<file path="src/hdl/tbr_pkg.sv">
// tile blit row generator package: field widths, divider sizing and the
// structs passed between the pipeline stages; no dependencies
`default_nettype none

package tbr_pkg;

    localparam int REG_W      = 13;  // configuration registers
    localparam int CELL_W     = 8;   // map column and row
    localparam int TILE_W     = 16;  // tile number, also the divider dividend
    localparam int OFS_W      = 24;  // pixel offsets, wrap at this width
    localparam int RUN_W      = 7;   // run length and row count
    localparam int POS_W      = 15;  // screen position, holds 256 tiles of 64 pixels
    localparam int CFG_IDX_W  = 2;

    localparam int TILE_PIXELS_DEFAULT = 32;

    // quotient bits produced per divider stage
    localparam int DIV_STEP   = 2;
    localparam int DIV_STAGES = TILE_W / DIV_STEP;

    typedef struct packed {
        logic [POS_W-1:0] x;
        logic [POS_W-1:0] y;
        logic [RUN_W-1:0] run;
        logic [RUN_W-1:0] rows;
    } geom_t;

    // one divider stage: partial remainder, dividend bits shifting out while
    // quotient bits shift in, plus the tile geometry riding along
    typedef struct packed {
        logic             valid;
        logic [REG_W-1:0] rem;
        logic [TILE_W-1:0] work;
        geom_t            geom;
    } div_t;

    typedef struct packed {
        logic             valid;
        logic [OFS_W-1:0] dest;
        logic [OFS_W-1:0] src;
        logic [RUN_W-1:0] run;
        logic [RUN_W-1:0] rows;
    } blit_t;

endpackage

`default_nettype wire

</file>
<file path="src/hdl/tbr_div_stage.sv">
// one stage of the pipelined restoring divider, DIV_STEP quotient bits per stage
// depends on tbr_pkg
`default_nettype none

module tbr_div_stage (
    input  wire logic                    clk,
    input  wire logic                    rst_n,
    input  wire logic                    advance,
    input  wire logic [tbr_pkg::REG_W-1:0] divisor,
    input  wire tbr_pkg::div_t           stage_in,
    output tbr_pkg::div_t                stage_out
);

    tbr_pkg::div_t                stage_next;
    tbr_pkg::div_t                data_reg;
    logic                         valid_reg;
    logic [tbr_pkg::REG_W:0]      trial;
    logic [tbr_pkg::REG_W-1:0]    rem;
    logic [tbr_pkg::TILE_W-1:0]   work;

    always_comb
    begin
        rem   = stage_in.rem;
        work  = stage_in.work;
        trial = '0;
        for (int i = 0; i < tbr_pkg::DIV_STEP; i++)
        begin
            trial = {rem, work[tbr_pkg::TILE_W-1]};
            work  = {work[tbr_pkg::TILE_W-2:0], 1'b0};
            if (trial >= {1'b0, divisor})
            begin
                trial   = trial - {1'b0, divisor};
                work[0] = 1'b1;
            end
            rem = trial[tbr_pkg::REG_W-1:0];
        end
        stage_next       = stage_in;
        stage_next.rem   = rem;
        stage_next.work  = work;
    end

    always_ff @(posedge clk or negedge rst_n)
    begin
        if (!rst_n)
        begin
            valid_reg <= 1'b0;
        end
        else if (advance)
        begin
            valid_reg <= stage_in.valid;
        end
    end

    always_ff @(posedge clk)
    begin
        if (advance)
        begin
            data_reg <= stage_next;
        end
    end

    always_comb
    begin
        stage_out       = data_reg;
        stage_out.valid = valid_reg;
    end

endmodule

`default_nettype wire

</file>
<file path="src/hdl/tbr_offset.sv">
// two stage offset unit: palette position and destination base, then source base
// depends on tbr_pkg
`default_nettype none

module tbr_offset #(
    parameter int TILE_PIXELS = tbr_pkg::TILE_PIXELS_DEFAULT
) (
    input  wire logic                      clk,
    input  wire logic                      rst_n,
    input  wire logic                      advance,
    input  wire logic [tbr_pkg::REG_W-1:0] screen_width,
    input  wire logic [tbr_pkg::REG_W-1:0] palette_width,
    input  wire tbr_pkg::div_t             div_in,
    output tbr_pkg::blit_t                 blit_out
);

    localparam int OFS_W  = tbr_pkg::OFS_W;
    localparam int DPROD_W = tbr_pkg::POS_W + tbr_pkg::REG_W;
    localparam int SPROD_W = OFS_W + tbr_pkg::REG_W;

    logic                          m1_valid_reg;
    logic [OFS_W-1:0]              m1_sx_reg;
    logic [OFS_W-1:0]              m1_sy_reg;
    logic [OFS_W-1:0]              m1_dest_reg;
    logic [tbr_pkg::RUN_W-1:0]     m1_run_reg;
    logic [tbr_pkg::RUN_W-1:0]     m1_rows_reg;

    logic [OFS_W-1:0]              sx_next;
    logic [OFS_W-1:0]              sy_next;
    logic [DPROD_W-1:0]            dest_prod;
    logic [OFS_W-1:0]              dest_next;
    logic [SPROD_W-1:0]            src_prod;
    logic [OFS_W-1:0]              src_next;

    logic                          out_valid_reg;
    tbr_pkg::blit_t                out_reg;

    // quotient is the palette row, remainder the palette column
    always_comb
    begin
        sx_next   = OFS_W'(div_in.rem) * OFS_W'(TILE_PIXELS);
        sy_next   = OFS_W'(div_in.work) * OFS_W'(TILE_PIXELS);
        dest_prod = DPROD_W'(div_in.geom.y) * DPROD_W'(screen_width);
        dest_next = OFS_W'(div_in.geom.x) + dest_prod[OFS_W-1:0];
        src_prod  = SPROD_W'(m1_sy_reg) * SPROD_W'(palette_width);
        src_next  = m1_sx_reg + src_prod[OFS_W-1:0];
    end

    always_ff @(posedge clk or negedge rst_n)
    begin
        if (!rst_n)
        begin
            m1_valid_reg  <= 1'b0;
            out_valid_reg <= 1'b0;
        end
        else if (advance)
        begin
            m1_valid_reg  <= div_in.valid;
            out_valid_reg <= m1_valid_reg;
        end
    end

    always_ff @(posedge clk)
    begin
        if (advance)
        begin
            m1_sx_reg     <= sx_next;
            m1_sy_reg     <= sy_next;
            m1_dest_reg   <= dest_next;
            m1_run_reg    <= div_in.geom.run;
            m1_rows_reg   <= div_in.geom.rows;
            out_reg.valid <= m1_valid_reg;
            out_reg.dest  <= m1_dest_reg;
            out_reg.src   <= src_next;
            out_reg.run   <= m1_run_reg;
            out_reg.rows  <= m1_rows_reg;
        end
    end

    always_comb
    begin
        blit_out       = out_reg;
        blit_out.valid = out_valid_reg;
    end

endmodule

`default_nettype wire

</file>
<file path="src/hdl/tbr_row_emit.sv">
// row emitter: steps one tile's base offsets down its visible rows, one per cycle
// depends on tbr_pkg
`default_nettype none

module tbr_row_emit (
    input  wire logic                      clk,
    input  wire logic                      rst_n,
    input  wire logic [tbr_pkg::REG_W-1:0] screen_width,
    input  wire logic [tbr_pkg::REG_W-1:0] palette_width,
    input  wire tbr_pkg::blit_t            blit_in,
    output logic                           take,
    output logic                           strobe,
    output logic [tbr_pkg::OFS_W-1:0]      dest_offset,
    output logic [tbr_pkg::OFS_W-1:0]      source_offset,
    output logic [tbr_pkg::RUN_W-1:0]      run_length,
    output logic                           last_row
);

    localparam int OFS_W = tbr_pkg::OFS_W;

    logic                          active_reg;
    logic [OFS_W-1:0]              dest_reg;
    logic [OFS_W-1:0]              src_reg;
    logic [tbr_pkg::RUN_W-1:0]     run_reg;
    logic [tbr_pkg::RUN_W-1:0]     rows_left_reg;
    logic                          final_row;
    logic                          load;

    assign final_row = (rows_left_reg == tbr_pkg::RUN_W'(1));
    // free now, or handing out the last row of the current tile this cycle
    assign take      = !active_reg || final_row;
    assign load      = blit_in.valid && take;

    always_ff @(posedge clk or negedge rst_n)
    begin
        if (!rst_n)
        begin
            active_reg <= 1'b0;
        end
        else if (load)
        begin
            active_reg <= 1'b1;
        end
        else if (final_row)
        begin
            active_reg <= 1'b0;
        end
    end

    always_ff @(posedge clk)
    begin
        if (load)
        begin
            dest_reg      <= blit_in.dest;
            src_reg       <= blit_in.src;
            run_reg       <= blit_in.run;
            rows_left_reg <= blit_in.rows;
        end
        else if (active_reg)
        begin
            dest_reg      <= dest_reg + OFS_W'(screen_width);
            src_reg       <= src_reg + OFS_W'(palette_width);
            rows_left_reg <= rows_left_reg - tbr_pkg::RUN_W'(1);
        end
    end

    assign strobe        = active_reg;
    assign dest_offset   = dest_reg;
    assign source_offset = src_reg;
    assign run_length    = run_reg;
    assign last_row      = final_row;

endmodule

`default_nettype wire

</file>
<file path="src/hdl/tile_blit_row_generator.sv">
// tile blit row generator top level: config registers, item entry and clip,
// divider chain, offset unit and row emitter; depends on tbr_pkg and submodules
//
// usage:
//   an item (one map cell) is accepted on a rising edge with start high and
//   busy low. each visible tile row comes out as one result on dest_offset,
//   source_offset, run_length and last_row, valid for exactly one cycle while
//   strobe is high; last_row marks the final row of the tile. empty or fully
//   clipped cells give nothing.
//   configuration writes go over cfg_valid/cfg_ready (always ready) with
//   cfg_index 0 screen width, 1 screen height, 2 palette width; index 3 is
//   ignored. write only while no item is in flight.
//   path: entry register, DIV_STAGES divider stages of DIV_STEP quotient
//   bits each, two offset stages, then the emitter, whose register drives
//   the first row's strobe.
//   throughput: the emitter gives one row per cycle, so a visible tile keeps
//   it until its last visible row (up to TILE_PIXELS rows); busy rises
//   while the emitter is still on a tile and another waits behind it.
//   cells that give no rows pass at one per cycle while busy is low.
//   reset clears all valid bits and loads 640, 480 and 256 into the registers.
//   the receiver cannot stall, so results never wait.
`default_nettype none

module tile_blit_row_generator #(
    parameter int TILE_PIXELS = tbr_pkg::TILE_PIXELS_DEFAULT
) (
    input  wire logic                          clk,
    input  wire logic                          rst_n,
    input  wire logic                          start,
    output logic                               busy,
    input  wire logic [tbr_pkg::CELL_W-1:0]    cell_column,
    input  wire logic [tbr_pkg::CELL_W-1:0]    cell_row,
    input  wire logic [tbr_pkg::TILE_W-1:0]    tile_number,
    input  wire logic                          cfg_valid,
    output logic                               cfg_ready,
    input  wire logic [tbr_pkg::CFG_IDX_W-1:0] cfg_index,
    input  wire logic [tbr_pkg::REG_W-1:0]     cfg_data,
    output logic                               strobe,
    output logic [tbr_pkg::OFS_W-1:0]          dest_offset,
    output logic [tbr_pkg::OFS_W-1:0]          source_offset,
    output logic [tbr_pkg::RUN_W-1:0]          run_length,
    output logic                               last_row
);

    localparam int REG_W  = tbr_pkg::REG_W;
    localparam int POS_W  = tbr_pkg::POS_W;
    localparam int RUN_W  = tbr_pkg::RUN_W;

    localparam logic [REG_W-1:0] SCREEN_WIDTH_RESET  = REG_W'(640);
    localparam logic [REG_W-1:0] SCREEN_HEIGHT_RESET = REG_W'(480);
    localparam logic [REG_W-1:0] PALETTE_WIDTH_RESET = REG_W'(256);

    // tiles per palette row by reciprocal multiply, exact for 13-bit widths
    localparam int     RECIP_SHIFT = 20;
    localparam int     PROD_W      = REG_W + RECIP_SHIFT + 1;
    localparam longint RECIP       = ((64'd1 << RECIP_SHIFT) + TILE_PIXELS - 1) / TILE_PIXELS;
    localparam int     PER_ROW_RAW = 256 / TILE_PIXELS;
    localparam logic [REG_W-1:0] PER_ROW_RESET =
        (PER_ROW_RAW == 0) ? REG_W'(1) : REG_W'(PER_ROW_RAW);

    typedef enum logic [tbr_pkg::CFG_IDX_W-1:0] {
        REG_SCREEN_WIDTH,
        REG_SCREEN_HEIGHT,
        REG_PALETTE_WIDTH
    } cfg_reg_t;

    logic [REG_W-1:0]   screen_width_reg;
    logic [REG_W-1:0]   screen_height_reg;
    logic [REG_W-1:0]   palette_width_reg;
    logic [REG_W-1:0]   per_row_reg;
    logic [REG_W-1:0]   per_row_next;
    logic [PROD_W-1:0]  per_row_prod;

    logic               advance;
    logic               accept;
    logic               take;
    logic [POS_W-1:0]   pos_x;
    logic [POS_W-1:0]   pos_y;
    logic [POS_W-1:0]   end_x;
    logic [POS_W-1:0]   end_y;
    logic               visible;
    tbr_pkg::div_t      entry_next;
    tbr_pkg::div_t      entry_reg;
    logic               entry_valid_reg;
    tbr_pkg::div_t      div_chain [0:tbr_pkg::DIV_STAGES];
    tbr_pkg::blit_t     blit;

    assign cfg_ready = 1'b1;

    always_ff @(posedge clk or negedge rst_n)
    begin
        if (!rst_n)
        begin
            screen_width_reg  <= SCREEN_WIDTH_RESET;
            screen_height_reg <= SCREEN_HEIGHT_RESET;
            palette_width_reg <= PALETTE_WIDTH_RESET;
            per_row_reg       <= PER_ROW_RESET;
        end
        else
        begin
            per_row_reg <= per_row_next;
            if (cfg_valid)
            begin
                unique case (cfg_reg_t'(cfg_index))
                    REG_SCREEN_WIDTH:  screen_width_reg  <= cfg_data;
                    REG_SCREEN_HEIGHT: screen_height_reg <= cfg_data;
                    REG_PALETTE_WIDTH: palette_width_reg <= cfg_data;
                    default:           ;
                endcase
            end
        end
    end

    always_comb
    begin
        per_row_prod = PROD_W'(palette_width_reg) * PROD_W'(RECIP);
        per_row_next = per_row_prod[RECIP_SHIFT +: REG_W];
        if (per_row_next == '0)
        begin
            per_row_next = REG_W'(1);
        end
    end

    // whole pipeline moves together; it holds only when the emitter cannot take
    assign advance = !(blit.valid && !take);
    assign busy    = !advance;
    assign accept  = start && advance;

    always_comb
    begin
        pos_x   = POS_W'(cell_column) * POS_W'(TILE_PIXELS);
        pos_y   = POS_W'(cell_row) * POS_W'(TILE_PIXELS);
        end_x   = pos_x + POS_W'(TILE_PIXELS);
        end_y   = pos_y + POS_W'(TILE_PIXELS);
        if (end_x > POS_W'(screen_width_reg))
        begin
            end_x = POS_W'(screen_width_reg);
        end
        if (end_y > POS_W'(screen_height_reg))
        begin
            end_y = POS_W'(screen_height_reg);
        end
        visible = (tile_number != '0)
               && (pos_x < POS_W'(screen_width_reg))
               && (pos_y < POS_W'(screen_height_reg));

        entry_next           = '0;
        entry_next.valid     = accept && visible;
        entry_next.rem       = '0;
        entry_next.work      = tile_number - tbr_pkg::TILE_W'(1);
        entry_next.geom.x    = pos_x;
        entry_next.geom.y    = pos_y;
        entry_next.geom.run  = RUN_W'(end_x - pos_x);
        entry_next.geom.rows = RUN_W'(end_y - pos_y);
    end

    always_ff @(posedge clk or negedge rst_n)
    begin
        if (!rst_n)
        begin
            entry_valid_reg <= 1'b0;
        end
        else if (advance)
        begin
            entry_valid_reg <= entry_next.valid;
        end
    end

    always_ff @(posedge clk)
    begin
        if (advance)
        begin
            entry_reg <= entry_next;
        end
    end

    always_comb
    begin
        div_chain[0]       = entry_reg;
        div_chain[0].valid = entry_valid_reg;
    end

    for (genvar g = 0; g < tbr_pkg::DIV_STAGES; g++)
    begin : g_div
        tbr_div_stage u_div_stage (
            .clk       (clk),
            .rst_n     (rst_n),
            .advance   (advance),
            .divisor   (per_row_reg),
            .stage_in  (div_chain[g]),
            .stage_out (div_chain[g+1])
        );
    end

    tbr_offset #(
        .TILE_PIXELS (TILE_PIXELS)
    ) u_offset (
        .clk           (clk),
        .rst_n         (rst_n),
        .advance       (advance),
        .screen_width  (screen_width_reg),
        .palette_width (palette_width_reg),
        .div_in        (div_chain[tbr_pkg::DIV_STAGES]),
        .blit_out      (blit)
    );

    tbr_row_emit u_row_emit (
        .clk           (clk),
        .rst_n         (rst_n),
        .screen_width  (screen_width_reg),
        .palette_width (palette_width_reg),
        .blit_in       (blit),
        .take          (take),
        .strobe        (strobe),
        .dest_offset   (dest_offset),
        .source_offset (source_offset),
        .run_length    (run_length),
        .last_row      (last_row)
    );

endmodule

`default_nettype wire

</file>
<file path="config.mk">
export PLATFORM = sky130hd
export DESIGN_NAME = tile_blit_row_generator
export DESIGN_NICKNAME = d
export VERILOG_FILES = /design/src/hdl/tbr_pkg.sv /design/src/hdl/tbr_div_stage.sv /design/src/hdl/tbr_offset.sv /design/src/hdl/tbr_row_emit.sv /design/src/hdl/tile_blit_row_generator.sv
export SDC_FILE = /design/constraint.sdc
export NUM_CORES = 2
export LEC_CHECK = 0
export BUFFER_PORTS_ARGS = -buffer_cell sky130_fd_sc_hd__buf_2
export CORE_MARGIN = 2
export CORE_UTILIZATION = 55
export DETAILED_ROUTE_END_ITERATION = 16
export PLACE_DENSITY = 0.79
export SETUP_SLACK_MARGIN = 0.15
export SLEW_MARGIN = 20
export SYNTH_ARGS = -nofsm -noshare
export SYNTH_HDL_FRONTEND = slang
export SYNTH_HIERARCHICAL = 1
export SYNTH_SLANG_ARGS = --single-unit
</file>
<file path="constraint.sdc">
create_clock -name clk -period 36.3 [get_ports clk]
set_input_delay 3.63 -clock clk [delete_from_list [all_inputs] [get_ports clk]]
set_output_delay 3.63 -clock clk [all_outputs]
set_load 0.05 [all_outputs]
</file>
; ---- Word-level counts from Yosys, hierarchy flattened
; Cells that the tools add are included.
[classes]
addsub = 26
multipliers = 2
magnitude_cmp = 20
eq_ne = 3
mux = 43
reduce_logical = 18
[op_table]
columns = cell, count
row1 = $ge 14x13->1, 15
row2 = $mux 13, 16
row3 = $sub 13x13->13, 15
row4 = $mux 24, 4
row5 = $add 24x13->24, 2
row6 = $add 13x6->14 const B, 2
row7 = $gt 14x13->1, 2
row8 = $mux 7, 4
row9 = $lt 13x13->1, 2
row10 = $add 13x24->24, 1
row11 = $add 18x24->24, 1
row12 = $mul 16x13->19, 1
row13 = $mul 8x13->19, 1
row14 = $mux 1, 18
row15 = $reduce_bool 16->1, 1
row16 = $sub 16x1->16 const B, 1
row17 = $sub 7x7->7, 2
row18 = $ge 1x13->1, 1
row19 = $sub 1x13->13, 1
row20 = $logic_not 9->1, 1
row21 = $mux 8, 1
row22 = $eq 7x1->1 const B, 1
row23 = $sub 7x1->7 const B, 1
row24 = $logic_and 1x1->1, 6
row25 = other kinds (7), 12
[word_totals]
register_bits = 773
output_inout_bits = 59
elab_cells = 194

; ---- Longest topological paths before layout
[depth]
word_depth = 7
ltp_mapped = 24

; ---- Hierarchy
; Netlist, hierarchy kept.
[by_module_without_submodules]
columns = mod, instances, cells_each, area_per_inst_um2, seq_area_each_um2
row1 = tbr_div_stage, 8, 273, 3887.5, 2217.1
row2 = tbr_offset, 1, 1570, 15895.2, 3773.6
row3 = tile_blit_row_generator, 1, 379, 4715.8, 2592.5
row4 = tbr_row_emit, 1, 437, 4229.1, 1886.8

; ---- Worst setup path after synthesis
; No wires, ideal clock.
[synth_timing]
kind = register to register
start = register u_row_emit/rows_left_reg[4] (netlist bit)
end = register g_div[0].u_div_stage.valid_reg
setup_ps = 147
t_arrival_ps = 18431
slack_ps = 17723
stages_incl_launch_ff = 7
path_buffers = 0
synth_period_minus_slack_ps = 18577
cell_sequence = edfxtp_1 > nor4_1 > and3b_1 > nand2b_1 > nor2b_1 > inv_1 > mux2_2
[synth_via]
elab_chain_cells = 4
[synth_lines]
columns = item, line
row1 = from (decl), tbr_row_emit.sv:25  ; logic [tbr_pkg::RUN_W-1:0] rows_left_reg;
row2 = from (signal assigned), tbr_row_emit.sv:57  ; rows_left_reg <= blit_in.rows;
row3 = from (signal assigned), tbr_row_emit.sv:63  ; rows_left_reg <= rows_left_reg - tbr_pkg::RUN_W'(1);
row4 = $eq 7x1->1, tbr_row_emit.sv:29  ; assign final_row = (rows_left_reg == tbr_pkg::RUN_W'(1));
row5 = net last_row, tile_blit_row_generator.sv:42  ; output logic last_row
row6 = $logic_or 1x1->1, tbr_row_emit.sv:31  ; assign take = !active_reg || final_row;
row7 = net take, tile_blit_row_generator.sv:76  ; logic take;
row8 = $logic_not 1->1, tile_blit_row_generator.sv:125  ; assign advance = !(blit.valid && !take);
row9 = $logic_and 1x1->1, tile_blit_row_generator.sv:125
row10 = net busy, tile_blit_row_generator.sv:30  ; output logic busy,
row11 = to (signal assigned), tbr_div_stage.sv:50  ; valid_reg <= stage_in.valid;
row12 = to (decl), tbr_div_stage.sv:16  ; logic valid_reg;
; The timed path passes the listed nets, and every way through them passes these cells.
; A chain may end at the register's enable or synchronous reset.

==> metrics.md <==
| Metric | Value |
|---|---|
| FFs w/ async S/R, synth | 6.74% |
| Worst-skew pair later-pin latency | 0.69 ns |
| Max Root-Sink Buffers | 3 |
| Flop2flop setup slack | 29.72 ns |
| Vias/cell | 5.55 |
| Fin. Hold Viols | 0 |
| CP delay by family, top | simple AND/OR/NAND/NOR gates |
| DR vias | 34,355 |
| Fmax | 148 MHz |
| First-pass GRT wire length | 180,000 um |
| Clk_skew | 0.0392 ns |
| Final nets | 5,493 |
| Core Box Area | 100,000 sq um |
| Most frequent cells in the layout | 816 x edfxtp_1, 590 x inv_1, 400 x ha_1 |
| Seq/Total Area, Yosys | 46.5% |
| Cts bufs inserted | 90 |
| CTS Root Cell | clkbuf_16 |
| Crit-path cells | buf_2 -> ha_1 -> xor2_1 -> ha_1 -> or4b_2 -> nor4_4 -> o21ai_1 -> mux2i_1 -> ha_1 -> xor2_1 -> and2_1 -> or4bb_1 -> o31ai_1 -> nor3_1 |
| Max-cap violations | 0 |
| Cell variety after synth | 100 |
| CP endpoint | div_chain[605] |
| Max Slew Vio Count | 0 |
| Worst-path clk slew | 0.06 ns |
| DRT iter0 DRCs | 2,665 |
| Detail Placement HPWL | 79,800 um |
| Yosys reg bits | 875 |
| M3 GR Usage | 3.47% |
| # H-tree levels | 3 |
| Number of flip-flops under the largest register name | 584 |
| Fraction of layout cells with a size suffix above 1 | 12.8% |
| Crit path top cell by count | ha_1 |
| TritonCTS Sinks | 875 |
| Worst Reg-to-Reg Cells | 23 |
| Most used flip-flop cell after synthesis | edfxtp_1 |
| Worst-margin pin slew | 1.11 ns |
| CP peak stage delay | 0.63 ns |
| RSZ-0062 raised after global routing | no |
| DIE HEIGHT | 323 um |
| CP arrival | 7.19 ns |
| CTS tree | done |
| Antenna viol nets, final | 0 |
| Number of synthesized flops with an enable pin | 816 |
| Most common cell after layout, fill and taps aside | edfxtp_1 |
| Crit path capture type | flip-flop |
| Total area of sequential cells | 26,000 sq um |
| Rel. slew slack | 26.2% |
| Ports | 110 |
| Pin count of the biggest net entering global routing | 150 |
| Rows | 116 |
| Layout fillers | 7,712 |
| Final Setup Violations | 0 |
| Tot GR Track Use | 21.6% |
| CP required | 36.74 ns |
| Initial antenna violation count | 10 |
| Final hold slack | 0.399 ns |
| Diodes inserted | 0 |
| GPL Wtd Cong | 0.889 |
| Gr busiest metal | met2 |
| Critical path startpoint | cell_column[0] |
| Drc violations | 0 |
| Starting Density | 55.7% |
| Wirelength, routed | 112,000 um |
| Mapped Cells | 4,570 |
| Area occupied by multi-input gates | 27,300 sq um |
| Hold buffers post-CTS | 0 |
| Setup Fix Bufs, Post-CTS | 0 |
| Syn Std Cell Area | 55,900 sq um |
| CP Max Fanout | 8 |
| Setup TNS | 0 ns |
| Crit-path slowest cell | or4b_2 |
| Final non-filler cell total | 6,194 |
| Met1 global-route usage | 29.7% |
| Clock period minus worst slack | 6.75 ns |
| Die footprint | 104,000 sq um |
| Number of I/O port buffers | 108 |
| GRT overflow | 0 |
| Yosys Warn Count | 6 |
| Vias in the first global route | 34,695 |
| Worst Path Buf+Inv | 1 |
| Period utilisation layout | 18.6% |
| Met2 usage | 35.8% |
| Die width | 323 um |
| Kind of start point of the critical path | input pin |
| TritonRoute pass-1 iters | 6 |
| Post-CTS Resized | 0 |
| Avg Inst Size Synth | 12.2 sq um |
| Placed cells | 6,028 |
| Area delta synth->final | 9.11% |
| RR Endpoint | u_offset/blit_out[37] |
| WS Path Type | in2reg |
| Wire per inst | 18.0 um |
| Worst r2r src | palette_width_reg[3] |
| Outcome | finished clean |
| Worst Hold Class | reg2reg |
| Crit. path cell count | 14 |
[synthesized netlist by cell type, drive strengths merged (10+ instances only)]
cell type | number | area, sq um
o21a | 79 | 601
a31oi | 23 | 159
clkbuf | 67 | 251
mux2 | 201 | 2650
ha | 400 | 5000
or2 | 12 | 75.1
and3 | 28 | 175
inv | 600 | 2270
o21ai | 155 | 843
a21o | 35 | 265
buf | 39 | 469
and4 | 11 | 98.8
a21oi | 159 | 830
nand4 | 62 | 388
o31a | 10 | 87.6
o41ai | 46 | 861
nor2b | 39 | 304
nand2b | 19 | 119
and2 | 199 | 1270
or3 | 15 | 96.3
a2111oi | 13 | 133
fa | 279 | 5590
o31ai | 21 | 158
edfxtp | 816 | 24500
a211oi | 25 | 193
nor4 | 10 | 98.8
nand2 | 290 | 1090
mux2i | 26 | 260
dfrtp | 51 | 1280
xor2 | 68 | 596
nand3 | 80 | 400
o21bai | 23 | 173
nor3 | 92 | 465
xnor2 | 214 | 1870
nor2 | 238 | 893
o211ai | 18 | 245
[worst min-delay path by stage]
stage	start	depth (start not counted)	slack, ns	to
floorplan	div_chain[592]	0	0.40	g_div[0].u_div_stage/stage_out[0]
global placement	g_div[7].u_div_stage/stage_out[44]	0	0.40	u_offset/m1_sy_reg[5]
detailed placement	g_div[0].u_div_stage/stage_out[14]	0	0.40	g_div[1].u_div_stage/stage_out[14]
CTS	div_chain[627]	0	0.40	g_div[0].u_div_stage/stage_out[35]
global route	g_div[2].u_div_stage/stage_out[45]	0	0.41	g_div[3].u_div_stage/stage_out[47]
finish	g_div[0].u_div_stage/stage_out[36]	0	0.40	g_div[1].u_div_stage/stage_out[36]
[area by class of cell]
cell class              count  area share (%)
clock buffers             108            3.92
flip-flops and latches    875            42.6
well taps                1357            2.78
multi-input cells        3071            44.7
inverters                 600            3.73
repair buffers            125            1.11
clock inverters            58            1.20
[metal layers]
metal  part of all wire [%]  up-vias
li1                       -    16384
met1                     44    16752
met2                     47     1042
met3                    6.8      177
met4                    2.1        0
met5                      0        -
[logic make-up after synthesis]
kind of cell | Yosys count | share of synthesized area, %
compound gates | 667 | 9.23
xor+xnor | 283 | 4.46
fa+ha+maj | 679 | 18.9
buf+inv | 706 | 5.35
flops | 875 | 46.5
mux | 227 | 5.21
other cells | 3 | 0.0201
simple gates | 1130 | 10.3
[through the flow]
stage | setup WS, ns | instance area (sq um) | util, %
after floorplan | 17.72 | 56200 | -
after CTS | 29.61 | 61000 | 60.8
after global routing | 29.26 | 61000 | 60.8
after global placement | 28.92 | 57900 | 57.7
after detailed placement | 28.86 | 57900 | 57.7
final | 29.55 | 61000 | 60.8
Power is left out: the tool's default activity adds up to more than one toggle a clock period on the data nets, which glitch-free logic cannot reach.
